==> config.mk <==
export PLATFORM = sky130hd
export DESIGN_NAME = accumulator_cpu_8bit
export DESIGN_NICKNAME = d
export VERILOG_FILES = /design/src/accu_pkg.sv /design/src/accu_ram.sv /design/src/accu_seq.sv /design/src/accumulator_cpu_8bit.sv
export SDC_FILE = /design/constraint.sdc
export NUM_CORES = 2
export LEC_CHECK = 0
export BUFFER_PORTS_ARGS = -buffer_cell sky130_fd_sc_hd__clkbuf_2
export CAP_MARGIN = 20
export CORE_ASPECT_RATIO = 1.75
export CORE_MARGIN = 2
export CORE_UTILIZATION = 45
export CTS_CLUSTER_SIZE = 16
export DETAILED_ROUTE_END_ITERATION = 8
export SLEW_MARGIN = 20
export SYNTH_ARGS = -nofsm -noshare
export SYNTH_HDL_FRONTEND = slang
export SYNTH_SLANG_ARGS = --single-unit
==> constraint.sdc <==
create_clock -name clock -period 27.9 [get_ports clock]
set_input_delay 5.58 -clock clock [delete_from_list [all_inputs] [get_ports clock]]
set_output_delay 5.58 -clock clock [all_outputs]
set_load 0.02 [all_outputs]
==> src/accu_pkg.sv <==
// Types, codes and microcode ROM of the accumulator CPU.
// No dependencies; used by the sequencer, the top level, the checker and the testbench.
package accu_pkg;

   localparam int MEM_DEPTH = 256;
   localparam int ADDR_W    = $clog2(MEM_DEPTH);
   localparam int DATA_W    = 8;

   typedef enum logic [1:0] {
      CMD_WRITE = 2'd0,
      CMD_READ  = 2'd1,
      CMD_EXEC  = 2'd2,
      CMD_RESET = 2'd3
   } cmd_type;

   typedef logic [3:0] opcode_type;

   localparam opcode_type OP_STA = 4'h1;
   localparam opcode_type OP_LDA = 4'h2;
   localparam opcode_type OP_ADD = 4'h3;
   localparam opcode_type OP_OR  = 4'h4;
   localparam opcode_type OP_AND = 4'h5;
   localparam opcode_type OP_NOT = 4'h6;
   localparam opcode_type OP_JMP = 4'h8;
   localparam opcode_type OP_JN  = 4'h9;
   localparam opcode_type OP_JZ  = 4'hA;
   localparam opcode_type OP_HLT = 4'hF;

   typedef logic [3:0] ustep_type;

   localparam ustep_type US_IDLE  = 4'd0;
   localparam ustep_type US_WR    = 4'd1;
   localparam ustep_type US_RD    = 4'd2;
   localparam ustep_type US_RDCAP = 4'd3;
   localparam ustep_type US_EX0   = 4'd4;
   localparam ustep_type US_EX1   = 4'd5;
   localparam ustep_type US_EX2   = 4'd6;
   localparam ustep_type US_EX3   = 4'd7;
   localparam ustep_type US_EX4   = 4'd8;
   localparam ustep_type US_RST   = 4'd9;
   localparam ustep_type US_DONE  = 4'd10;

   // Memory address source.
   typedef enum logic [1:0] {
      AS_REQ  = 2'd0,
      AS_PC   = 2'd1,
      AS_PC1  = 2'd2,
      AS_OPND = 2'd3
   } asel_type;

   // Sequencing of the step counter.
   typedef enum logic [2:0] {
      SQ_NEXT = 3'd0,
      SQ_JUMP = 3'd1,
      SQ_CMD  = 3'd2,
      SQ_HALT = 3'd3,
      SQ_OUT  = 3'd4
   } seq_type;

   typedef struct packed {
      asel_type  asel;
      logic      take_req;
      logic      mem_wr_req;
      logic      mem_wr_sta;
      logic      ld_opc;
      logic      ld_opnd;
      logic      ld_rdata;
      logic      exec;
      logic      clr_cpu;
      logic      emit;
      seq_type   seq;
      ustep_type target;
   } ucode_type;

   typedef struct packed {
      logic    req_fire;
      cmd_type cmd;
      logic    halted;
      logic    out_free;
   } seq_status_type;

   function automatic ucode_type ucode(input ustep_type step);
      ucode_type cw;
      cw        = '0;
      cw.asel   = AS_REQ;
      cw.seq    = SQ_NEXT;
      cw.target = US_IDLE;
      unique case (step)
         US_IDLE: begin
            cw.take_req = 1'b1;
            cw.seq      = SQ_CMD;
         end
         US_WR: begin
            cw.mem_wr_req = 1'b1;
            cw.seq        = SQ_JUMP;
            cw.target     = US_DONE;
         end
         US_RD: begin
            cw.asel = AS_REQ;
         end
         US_RDCAP: begin
            cw.ld_rdata = 1'b1;
            cw.seq      = SQ_JUMP;
            cw.target   = US_DONE;
         end
         US_EX0: begin
            cw.asel   = AS_PC;
            cw.seq    = SQ_HALT;
            cw.target = US_DONE;
         end
         US_EX1: begin
            cw.ld_opc = 1'b1;
            cw.asel   = AS_PC1;
         end
         US_EX2: begin
            cw.ld_opnd = 1'b1;
         end
         US_EX3: begin
            cw.asel       = AS_OPND;
            cw.mem_wr_sta = 1'b1;
         end
         US_EX4: begin
            cw.exec   = 1'b1;
            cw.seq    = SQ_JUMP;
            cw.target = US_DONE;
         end
         US_RST: begin
            cw.clr_cpu = 1'b1;
         end
         US_DONE: begin
            cw.emit   = 1'b1;
            cw.seq    = SQ_OUT;
            cw.target = US_IDLE;
         end
         default: begin
            cw.seq    = SQ_JUMP;
            cw.target = US_IDLE;
         end
      endcase
      return cw;
   endfunction

endpackage

==> src/accu_ram.sv <==
// Generic single-port-write, single-port-read RAM with registered read.
// No dependencies.
module accu_ram #(
   parameter int WIDTH = 8,
   parameter int DEPTH = 256
) (
   input  logic                     clock,
   input  logic                     wr_en,
   input  logic [$clog2(DEPTH)-1:0] wr_addr,
   input  logic [WIDTH-1:0]         wr_data,
   input  logic [$clog2(DEPTH)-1:0] rd_addr,
   output logic [WIDTH-1:0]         rd_data
);

   logic [WIDTH-1:0] mem_ff [DEPTH];
   logic [WIDTH-1:0] rd_data_ff;

   always_ff @(posedge clock) begin
      if (wr_en) begin
         mem_ff[wr_addr] <= wr_data;
      end
      rd_data_ff <= mem_ff[rd_addr];
   end

   assign rd_data = rd_data_ff;

endmodule

==> src/accu_seq.sv <==
// Microcode sequencer: step counter, control ROM and jump logic.
// Depends on accu_pkg.
module accu_seq (
   input  logic                    clock,
   input  logic                    reset,
   input  accu_pkg::seq_status_type status,
   output accu_pkg::ucode_type      cw
);
   import accu_pkg::*;

   ustep_type upc_ff;
   ustep_type upc_in;
   ustep_type dispatch;

   assign cw = ucode(upc_ff);

   always_comb begin
      unique case (status.cmd)
         CMD_WRITE: dispatch = US_WR;
         CMD_READ:  dispatch = US_RD;
         CMD_EXEC:  dispatch = US_EX0;
         CMD_RESET: dispatch = US_RST;
         default:   dispatch = US_IDLE;
      endcase
   end

   always_comb begin
      upc_in = upc_ff;
      case (cw.seq)
         SQ_NEXT: upc_in = upc_ff + 4'd1;
         SQ_JUMP: upc_in = cw.target;
         SQ_CMD:  upc_in = status.req_fire ? dispatch : upc_ff;
         SQ_HALT: upc_in = status.halted ? cw.target : upc_ff + 4'd1;
         SQ_OUT:  upc_in = status.out_free ? cw.target : upc_ff;
         default: upc_in = US_IDLE;
      endcase
   end

   always_ff @(posedge clock) begin
      if (reset) begin
         upc_ff <= US_IDLE;
      end else begin
         upc_ff <= upc_in;
      end
   end

endmodule

==> src/accumulator_cpu_8bit.sv <==
// Top level of the 8-bit accumulator CPU: datapath, memory and result register.
// Depends on accu_pkg, accu_seq and accu_ram.
//
// Use: one request per transfer on req_* (command, address, write_value);
// each request gives exactly one result transfer on rsp_* carrying the read
// byte (zero unless the command was a read), PC, accumulator, N, Z and halt.
// Requests are taken one at a time; a microcoded sequencer steps a plain
// datapath around one 256-byte RAM port with registered read.
// Execute steps: opcode fetch, operand fetch, data read or store, update;
// an execute while halted skips straight to the result. The next request is
// taken in the cycle after the result register is loaded.
// The result register holds while rsp_ready is low; the sequencer waits in
// its final step until the register is free, and req_ready stays low.
// Reset clears PC, accumulator, halt flag and the per-byte valid bits, so
// all memory reads as zero until written; there is no clearing pass.
module accumulator_cpu_8bit (
   input  logic                                clock,
   input  logic                                reset,
   input  logic                                req_valid,
   output logic                                req_ready,
   input  accu_pkg::cmd_type                   req_command,
   input  logic [accu_pkg::ADDR_W-1:0]         req_address,
   input  logic [accu_pkg::DATA_W-1:0]         req_write_value,
   output logic                                rsp_valid,
   input  logic                                rsp_ready,
   output logic [accu_pkg::DATA_W-1:0]         rsp_read_data,
   output logic [accu_pkg::ADDR_W-1:0]         rsp_program_counter,
   output logic [accu_pkg::DATA_W-1:0]         rsp_accumulator_value,
   output logic                                rsp_negative_flag,
   output logic                                rsp_zero_flag,
   output logic                                rsp_halted
);
   import accu_pkg::*;

   ucode_type      cw;
   seq_status_type status;

   cmd_type             cmd_ff;
   logic [ADDR_W-1:0]   addr_ff;
   logic [DATA_W-1:0]   wval_ff;
   opcode_type          opc_ff;
   logic [ADDR_W-1:0]   opnd_ff;
   logic [DATA_W-1:0]   rdata_ff;

   logic [ADDR_W-1:0]   pc_ff, pc_in;
   logic [DATA_W-1:0]   acc_ff, acc_in;
   logic                halt_ff, halt_in;

   logic [MEM_DEPTH-1:0] valid_ff;
   logic                 vq_ff;

   logic                rsp_valid_ff, rsp_valid_in;
   logic [DATA_W-1:0]   rsp_rdata_ff;
   logic [ADDR_W-1:0]   rsp_pc_ff;
   logic [DATA_W-1:0]   rsp_acc_ff;
   logic                rsp_halt_ff;

   logic                req_fire;
   logic                out_free;
   logic                emit_fire;
   logic [ADDR_W-1:0]   pc_inc1, pc_inc2;
   logic [ADDR_W-1:0]   mem_addr;
   logic                mem_we;
   logic [DATA_W-1:0]   mem_wdata;
   logic [DATA_W-1:0]   ram_q;
   logic [DATA_W-1:0]   mem_q;

   assign req_ready = cw.take_req;
   assign req_fire  = req_valid && req_ready;
   assign out_free  = !rsp_valid_ff || rsp_ready;
   assign emit_fire = cw.emit && out_free;

   assign status.req_fire = req_fire;
   assign status.cmd      = req_command;
   assign status.halted   = halt_ff;
   assign status.out_free = out_free;

   accu_seq u_seq (
      .clock  (clock),
      .reset  (reset),
      .status (status),
      .cw     (cw)
   );

   assign pc_inc1 = pc_ff + ADDR_W'(1);
   assign pc_inc2 = pc_ff + ADDR_W'(2);

   always_comb begin
      unique case (cw.asel)
         AS_REQ:  mem_addr = addr_ff;
         AS_PC:   mem_addr = pc_ff;
         AS_PC1:  mem_addr = pc_inc1;
         AS_OPND: mem_addr = opnd_ff;
         default: mem_addr = addr_ff;
      endcase
   end

   assign mem_we    = cw.mem_wr_req || (cw.mem_wr_sta && (opc_ff == OP_STA));
   assign mem_wdata = cw.mem_wr_req ? wval_ff : acc_ff;

   accu_ram #(
      .WIDTH (DATA_W),
      .DEPTH (MEM_DEPTH)
   ) u_ram (
      .clock   (clock),
      .wr_en   (mem_we),
      .wr_addr (mem_addr),
      .wr_data (mem_wdata),
      .rd_addr (mem_addr),
      .rd_data (ram_q)
   );

   // Bytes never written since reset read as zero.
   always_ff @(posedge clock) begin
      if (reset) begin
         valid_ff <= '0;
         vq_ff    <= 1'b0;
      end else begin
         if (mem_we) begin
            valid_ff[mem_addr] <= 1'b1;
         end
         vq_ff <= valid_ff[mem_addr];
      end
   end

   assign mem_q = vq_ff ? ram_q : '0;

   // Instruction update, applied in the last execute step.
   always_comb begin
      pc_in   = pc_inc1;
      acc_in  = acc_ff;
      halt_in = halt_ff;
      case (opc_ff)
         OP_STA: pc_in = pc_inc2;
         OP_LDA: begin
            acc_in = mem_q;
            pc_in  = pc_inc2;
         end
         OP_ADD: begin
            acc_in = acc_ff + mem_q;
            pc_in  = pc_inc2;
         end
         OP_OR: begin
            acc_in = acc_ff | mem_q;
            pc_in  = pc_inc2;
         end
         OP_AND: begin
            acc_in = acc_ff & mem_q;
            pc_in  = pc_inc2;
         end
         OP_NOT:  acc_in = ~acc_ff;
         OP_JMP:  pc_in = opnd_ff;
         OP_JN:   pc_in = acc_ff[DATA_W-1] ? opnd_ff : pc_inc2;
         OP_JZ:   pc_in = (acc_ff == '0) ? opnd_ff : pc_inc2;
         OP_HLT:  halt_in = 1'b1;
         default: pc_in = pc_inc1;
      endcase
   end

   always_ff @(posedge clock) begin
      if (reset) begin
         pc_ff   <= '0;
         acc_ff  <= '0;
         halt_ff <= 1'b0;
      end else if (cw.clr_cpu) begin
         pc_ff   <= '0;
         acc_ff  <= '0;
         halt_ff <= 1'b0;
      end else if (cw.exec) begin
         pc_ff   <= pc_in;
         acc_ff  <= acc_in;
         halt_ff <= halt_in;
      end
   end

   always_ff @(posedge clock) begin
      if (req_fire) begin
         cmd_ff  <= req_command;
         addr_ff <= req_address;
         wval_ff <= req_write_value;
      end
      if (cw.ld_opc) begin
         opc_ff <= mem_q[DATA_W-1 -: 4];
      end
      if (cw.ld_opnd) begin
         opnd_ff <= mem_q;
      end
      if (cw.ld_rdata) begin
         rdata_ff <= mem_q;
      end
   end

   always_comb begin
      rsp_valid_in = rsp_valid_ff;
      if (emit_fire) begin
         rsp_valid_in = 1'b1;
      end else if (rsp_ready) begin
         rsp_valid_in = 1'b0;
      end
   end

   always_ff @(posedge clock) begin
      if (reset) begin
         rsp_valid_ff <= 1'b0;
      end else begin
         rsp_valid_ff <= rsp_valid_in;
      end
   end

   always_ff @(posedge clock) begin
      if (emit_fire) begin
         rsp_rdata_ff <= (cmd_ff == CMD_READ) ? rdata_ff : '0;
         rsp_pc_ff    <= pc_ff;
         rsp_acc_ff   <= acc_ff;
         rsp_halt_ff  <= halt_ff;
      end
   end

   assign rsp_valid             = rsp_valid_ff;
   assign rsp_read_data         = rsp_rdata_ff;
   assign rsp_program_counter   = rsp_pc_ff;
   assign rsp_accumulator_value = rsp_acc_ff;
   assign rsp_negative_flag     = rsp_acc_ff[DATA_W-1];
   assign rsp_zero_flag         = (rsp_acc_ff == '0);
   assign rsp_halted            = rsp_halt_ff;

endmodule

-- Word level (Yosys, flattened, before mapping)
Memories as Yosys holds them, arrays and structs flattened. A register that Yosys moved wholly into a read port is not among the register bits.
Index checks and enable logic that the tools add are counted.
W data, S select, Z words.
- flip-flop bits (word level): 342
- memory bits (writable): 2048
- input port bits: 22
- output and inout bits: 29
- logic and storage cells: 115
- memories: 1
- add/subtract/negate cells: 4
- magnitude comparators: 2
- equal/unequal tests: 33
- multiplexer cells: 32
- bitwise operators: 4
- reductions and logical operators: 22
- memory list (name ; depth ; bits a word ; read ports ; clocked after Yosys merged registers in ; wr ports ; line ; text):
    u_ram.mem_ff ; 256 ; 8 ; 1 ; 1 ; 1 ; accu_ram.sv:15 ; logic [WIDTH-1:0] mem_ff [DEPTH];
- operator list (cell ; count):
    $or A256 B256 Y256 ; 1
    $pmux W8 S4 ; 2
    $pmux W8 S5 ; 1
    $mux W8 ; 4
    $eq A4 B3 Y1 const B ; 7
    $eq A4 B4 Y1 const B ; 7
    $pmux W4 S5 ; 1
    $eq A4 B2 Y1 const B ; 4
    $logic_not A8 Y1 ; 2
    $mux W4 ; 4
    $pmux W4 S4 ; 1
    $mux W1 ; 15
    $pmux W3 S4 ; 1
    $reduce_or A5 Y1 ; 2
    $lt A8 B9 Y1 const B ; 1
    $add A8 B1 Y8 const B ; 1
    $add A8 B2 Y8 const B ; 1
    $add A8 B8 Y8 ; 1
    $and A8 B8 Y8 ; 1
    $bmux W1 S8 ; 1
    $demux W1 S8 ; 1
    $eq A2 B2 Y1 const B ; 4
    $eq A4 B1 Y1 const B ; 2
    $ge A8 B1 Y1 const B ; 1
    20 further kinds ; 31

-- Logic depth before layout (Yosys ltp)
- word-level depth: 9
- mapped depth: 18
- depth with buffers taken out: 12

-- By module
From an unflattened synthesis, not the netlist that was laid out.
- cells, all modules: 5399
- area, all modules: 94733.4 um^2
- by module, submodules not included (module ; instances ; cells an instance ; area an instance (um^2) ; sequential area each (um^2)):
    accu_ram ; 1 ; 3733 ; 79556.3 ; 61659.1
    accumulator_cpu_8bit ; 1 ; 1586 ; 14546.5 ; 7397.1
    accu_seq ; 1 ; 80 ; 630.6 ; 80.1

-- Worst setup path after synthesis
No wires, ideal clock.
- kind: register -> register
- start: register u_seq.upc_ff[1]
- end: memory u_ram.mem_ff[0][0], data pin
- setup time: 2188 ps
- data arrival time: 11204 ps
- required time: 25712 ps
- setup slack: 14508 ps
- cell stages (with the launch flop): 8
- path buffers: 3
- period minus slack after synthesis: 13392 ps
- cell sequence: dfxtp_1 inv_1 ha_1 buf_2 and2_1 clkbuf_1 clkbuf_1 o21ai_0
- longest elaborated chain between the ends: 3
- ends and longest elaborated chain (element ; line ; text):
    start, declared ; accu_seq.sv:11 ; ustep_type upc_ff;
    start signal, assigned ; accu_seq.sv:43 ; upc_ff <= upc_in;
    $eq A4 B1 Y1 ; accu_pkg.sv:88 ; unique case (step)
    $mux W1 ; accu_pkg.sv:88 ;
    $mux W8 ; accumulator_cpu_8bit.sv:99 ; assign mem_wdata = cw.mem_wr_req ? wval_ff : acc_ff;
    via mem_wdata[0] ; accumulator_cpu_8bit.sv:64 ; logic [DATA_W-1:0] mem_wdata;
    end, declared ; accu_ram.sv:15 ;
The timed path passes the listed nets, and every way through them passes these cells.

-- Final worst setup path
- start: register u_seq.upc_ff[0]
- end: output port req_ready
- longest elaborated chain between the ends: 2
- ends and longest elaborated chain (element ; line ; text):
    $logic_not A4 Y1 ; accu_pkg.sv:88 ;
    $mux W1 ; accu_pkg.sv:88 ;
    end, declared ; accumulator_cpu_8bit.sv:20 ; output logic req_ready,
Every way passes these cells.

==> reports/qor.yml <==
detailed_routing:
  routedWlPerCell_um: 27.24
  detailed_route_via_count: 63220
  detail_route.wirelength_um: 288600
  avgViaCountPerCell: 5.968
  final_antenna_net_count: 0
  drt-pass1-iter-count: 6
  drt_drc_violations_left: 0
  drt_iter0_markers: 7279
clocking:
  ctsResizeCount: 0
  insertion_delay_ps: 880
  tritoncts.num_buffers: 205
  clock_path_buffers: 4
  cts_hold_buf: 0
  postCtsSetupBuffers: 0
  tritoncts_num_sinks: 2398
  cts.reportedPaths.clkPinSlew_ps: 70
  htreeDepth: 4
  ctsRootBufferMaster: "sky130_fd_sc_hd__clkbuf_16"
  cts_tree: "done"
worst_setup_path:
  worst-setup-path-type: "flop to output port"
  worst-path-max-fanout: 19
  r2r.worst_path.cells: 16
  worst_setup_path_end_kind: "output port"
  worstPathArrival_ps: 2460
  worst_r2r_endpoint: "vq_ff"
  rrSetupSlack_ps: 20640
  worst_ep_required_time_ps: 22320
  critical_path.reg2reg.startpoint: "u_seq.upc_ff[0]"
  critPathLaunchType: "flop"
sta:
  tightestPinTransition_ps: 1209
  fmax_mhz: 124.4
  timing.final.max_slew_violations: 0
  final_worst_path_cycle_share_pct: 28.82
  worst_clock_skew_ps: 46.06
  period_minus_slack_ps: 8040
  final.setup.tns_ps: 0
  finalWorstSetupSlack_ps: 19860
  hold_violations: 0
  timing.slew.headroom_pct: 19.13
  setup_viol: 0
  setup_repair_after_global_routing_missed_its_margin: "false"
finish:
  syn2layout_area_growth_pct: 9.674
  layout-drive-gt1-share_pct: 7.462
  fillerInstances: 18460
  final_net_count: 7644
  final_area_um2: 105300
  finish.cell_count_without_fillers: 10590
  final_core_utilization_pct: 49.56
synth:
  yosysTopAreaCellShare_pct: 66.03
  synth_area_per_cell_um2: 12.40
  total_nets_after_synthesis: 7791
  netlist_top_cells_area: "sky130_fd_sc_hd__edfxtp_1 (66%), sky130_fd_sc_hd__nand2_1 (7.4%), sky130_fd_sc_hd__dfxtp_1 (6.0%), sky130_fd_sc_hd__nor2_1 (3.2%), sky130_fd_sc_hd__nand3_1 (2.9%)"
  synth_cell_type_count: 73
  sequential_area_share_after_synthesis_pct: 72.02
  synth_largest_area_cell: "sky130_fd_sc_hd__edfxtp_1"
  dominantRegCellSynth: "sky130_fd_sc_hd__edfxtp_1"
  ys_seq_elements: 2398
  synth_most_common_cell: "sky130_fd_sc_hd__edfxtp_1"
  yosys_warnings: 0
  post_synth_instance_area_um2: 96000
  synth_edf_count: 2111
  ys_async_sr_fraction_pct: 0
  synthTopCellsByCount: "sky130_fd_sc_hd__edfxtp_1 (2,111), sky130_fd_sc_hd__nand2_1 (1,883), sky130_fd_sc_hd__nor2_1 (806), sky130_fd_sc_hd__nand3_1 (553), sky130_fd_sc_hd__dfxtp_1 (287)"
  post_synth_inst_count: 7743
floorplanning:
  die_width_um: 353.1
  design.die.area_um2: 217200
  floorplan.die.height_um: 615.0
  io_pins: 51
  core_area_um2: 212400
  initial_core_util_pct: 45.19
  core.rowCount: 224
global_routing:
  grt_util_all_layers_pct: 25.93
  grt_pass1_vias: 60470
  pin_count_of_the_biggest_net_entering_global_routing: 192
  overflow: 0
  grt_pass1_wl_um: 418100
  antenna_violations_before_repair: 9
min_path:
  whs_endpoint: "valid_ff[39]"
  hp-class: "flop to flop"
  min_from: "valid_ff[39]"
  holdPathStages: 2
placement:
  place.detailed.hpwl_um: 165000
  post-place-cells: 10210
  port-buffer-count: 50
  globalplace.congestion: 0.8532
  pre_cts_slack_ps: 19650
  postPlaceCellArea_um2: 98710
power:
  p_leak_nw: 35.83
  p_comb_share_pct: 27.3
  power.clock.fraction_pct: 29.0
  internal_power_w: 0.006408
  power_switching_share_pct: 34.39
  power.net_switching_w: 0.003358
  power_density_nw_per_um2: 92.76
  ir_drop_uv: 96.11
  power.sequential.fraction_pct: 43.7
run_status:
  status: "finished, final reports clean"
run:
  max_cap_viol_count: 0
[flip-flops by register name, summed over array words and instances (netlist names)]
name                   flops
rdata_ff                   8
rsp_accumulator_value      8
addr_ff                    8
u_seq.upc_ff               4
wval_ff                    8
rsp_valid                  1
opc_ff                     4
vq_ff                      1
halt_ff                    1
acc_ff                     8
cmd_ff                     2
u_ram.rd_data              8
rsp_halted                 1
rsp_program_counter        8
pc_ff                      8
rsp_read_data              8
u_ram.mem_ff            2048
opnd_ff                    8
valid_ff                 256
[worst max-delay path by stage]
stage / startpoint / endpoint / slack [ps]
floorplan: u_seq.upc_ff[1] / u_ram.mem_ff[0][0] / 14510
global placement: reset / valid_ff[159] / 19710
detailed placement: reset / valid_ff[159] / 19650
CTS: u_seq.upc_ff[0] / req_ready / 19840
global route: u_seq.upc_ff[0] / req_ready / 19720
finish: u_seq.upc_ff[0] / req_ready / 19860
[cell type report]
cell class / count / area (um^2) / area share (%)
clock inverter: 80 / 663.1 / 0.6298
inverter: 25 / 93.84 / 0.08913
sequential: 2398 / 69140 / 65.67
antenna: 8 / 20.02 / 0.01901
multi-input combinational: 4778 / 24460 / 23.24
tap: 2825 / 3535 / 3.357
clock buffer: 290 / 5844 / 5.551
timing repair buffer: 188 / 1528 / 1.451
[placed cells by master, fill, tap and decap left out, types with 15 or more instances in the layout]
cell,synthesis,final
sky130_fd_sc_hd__clkbuf_16,0,209
sky130_fd_sc_hd__o21ba_2,28,28
sky130_fd_sc_hd__clkbuf_2,0,49
sky130_fd_sc_hd__and2_1,15,15
sky130_fd_sc_hd__edfxtp_1,2111,2111
sky130_fd_sc_hd__ha_1,25,25
sky130_fd_sc_hd__nand3_1,553,553
sky130_fd_sc_hd__nand2_1,1883,1862
sky130_fd_sc_hd__nand2_2,1,21
sky130_fd_sc_hd__a311oi_1,67,67
sky130_fd_sc_hd__nor2_1,806,793
sky130_fd_sc_hd__a32oi_1,130,130
sky130_fd_sc_hd__o21ai_0,29,21
sky130_fd_sc_hd__clkinv_1,1,28
sky130_fd_sc_hd__and3_1,203,203
sky130_fd_sc_hd__a211oi_1,56,56
sky130_fd_sc_hd__a21oi_1,264,262
sky130_fd_sc_hd__dfxtp_1,287,287
sky130_fd_sc_hd__clkbuf_8,0,31
sky130_fd_sc_hd__nor4_1,26,23
sky130_fd_sc_hd__nor3_1,29,29
sky130_fd_sc_hd__clkinv_2,0,36
sky130_fd_sc_hd__o22ai_1,20,20
sky130_fd_sc_hd__a22oi_1,17,17
sky130_fd_sc_hd__a31oi_1,201,201
sky130_fd_sc_hd__inv_1,24,24
sky130_fd_sc_hd__a221oi_1,147,147
sky130_fd_sc_hd__buf_4,64,116
sky130_fd_sc_hd__clkbuf_1,171,50
sky130_fd_sc_hd__mux2i_1,139,139
sky130_fd_sc_hd__buf_12,0,17
[layer usage]
metal,up-vias,share of wire [%],GRT usage [%]
met1,31740,37,32.02
met3,654,7.2,3.063
li1,27980,-,-
met2,2840,49,44.23
met5,-,0.0094,0
met4,4,6.3,14.42
[critical path, stage by stage (launching register included)]
cell and delay, ps:
sky130_fd_sc_hd__dfxtp_1 350, sky130_fd_sc_hd__inv_1 140, sky130_fd_sc_hd__ha_1 590, sky130_fd_sc_hd__and2_1 340, sky130_fd_sc_hd__clkbuf_2 210
[logic make-up (layout without fill, tap and decap cells)]
logic type	count (synthesis)	after routing	synth area share (%)
AOI/OAI and AO/OA	1031	1031	7.639
buffers and inverters	567	583	2.886
muxes	140	140	1.461
DFF	2398	2398	72.02
xor gates and xnor gates	12	12	0.1095
adders and majority gates	26	26	0.3467
and+or+nand+nor	3569	3569	15.54
other	0	8	0
[through the flow]
stage,hold WS [ps],power [W]
floorplan,402.9,0.006131
global placement,442.0,0.006939
detailed placement,455.4,0.006989
CTS,471.9,0.009778
global route,481.8,0.01007
finish,469.6,0.009766
[power groups by stage]
stage / logic [W] / clock network [W] / registers (W)
2_1_floorplan: 0.00157 / 0 / 0.00456
3_3_place_gp: 0.00259 / 0 / 0.00434
6_report: 0.00267 / 0.00283 / 0.00427
3_5_place_dp: 0.00264 / 0 / 0.00435
5_1_grt: 0.00281 / 0.00299 / 0.00427
4_1_cts: 0.00265 / 0.00286 / 0.00427
(Power assumes the default switching activity.)
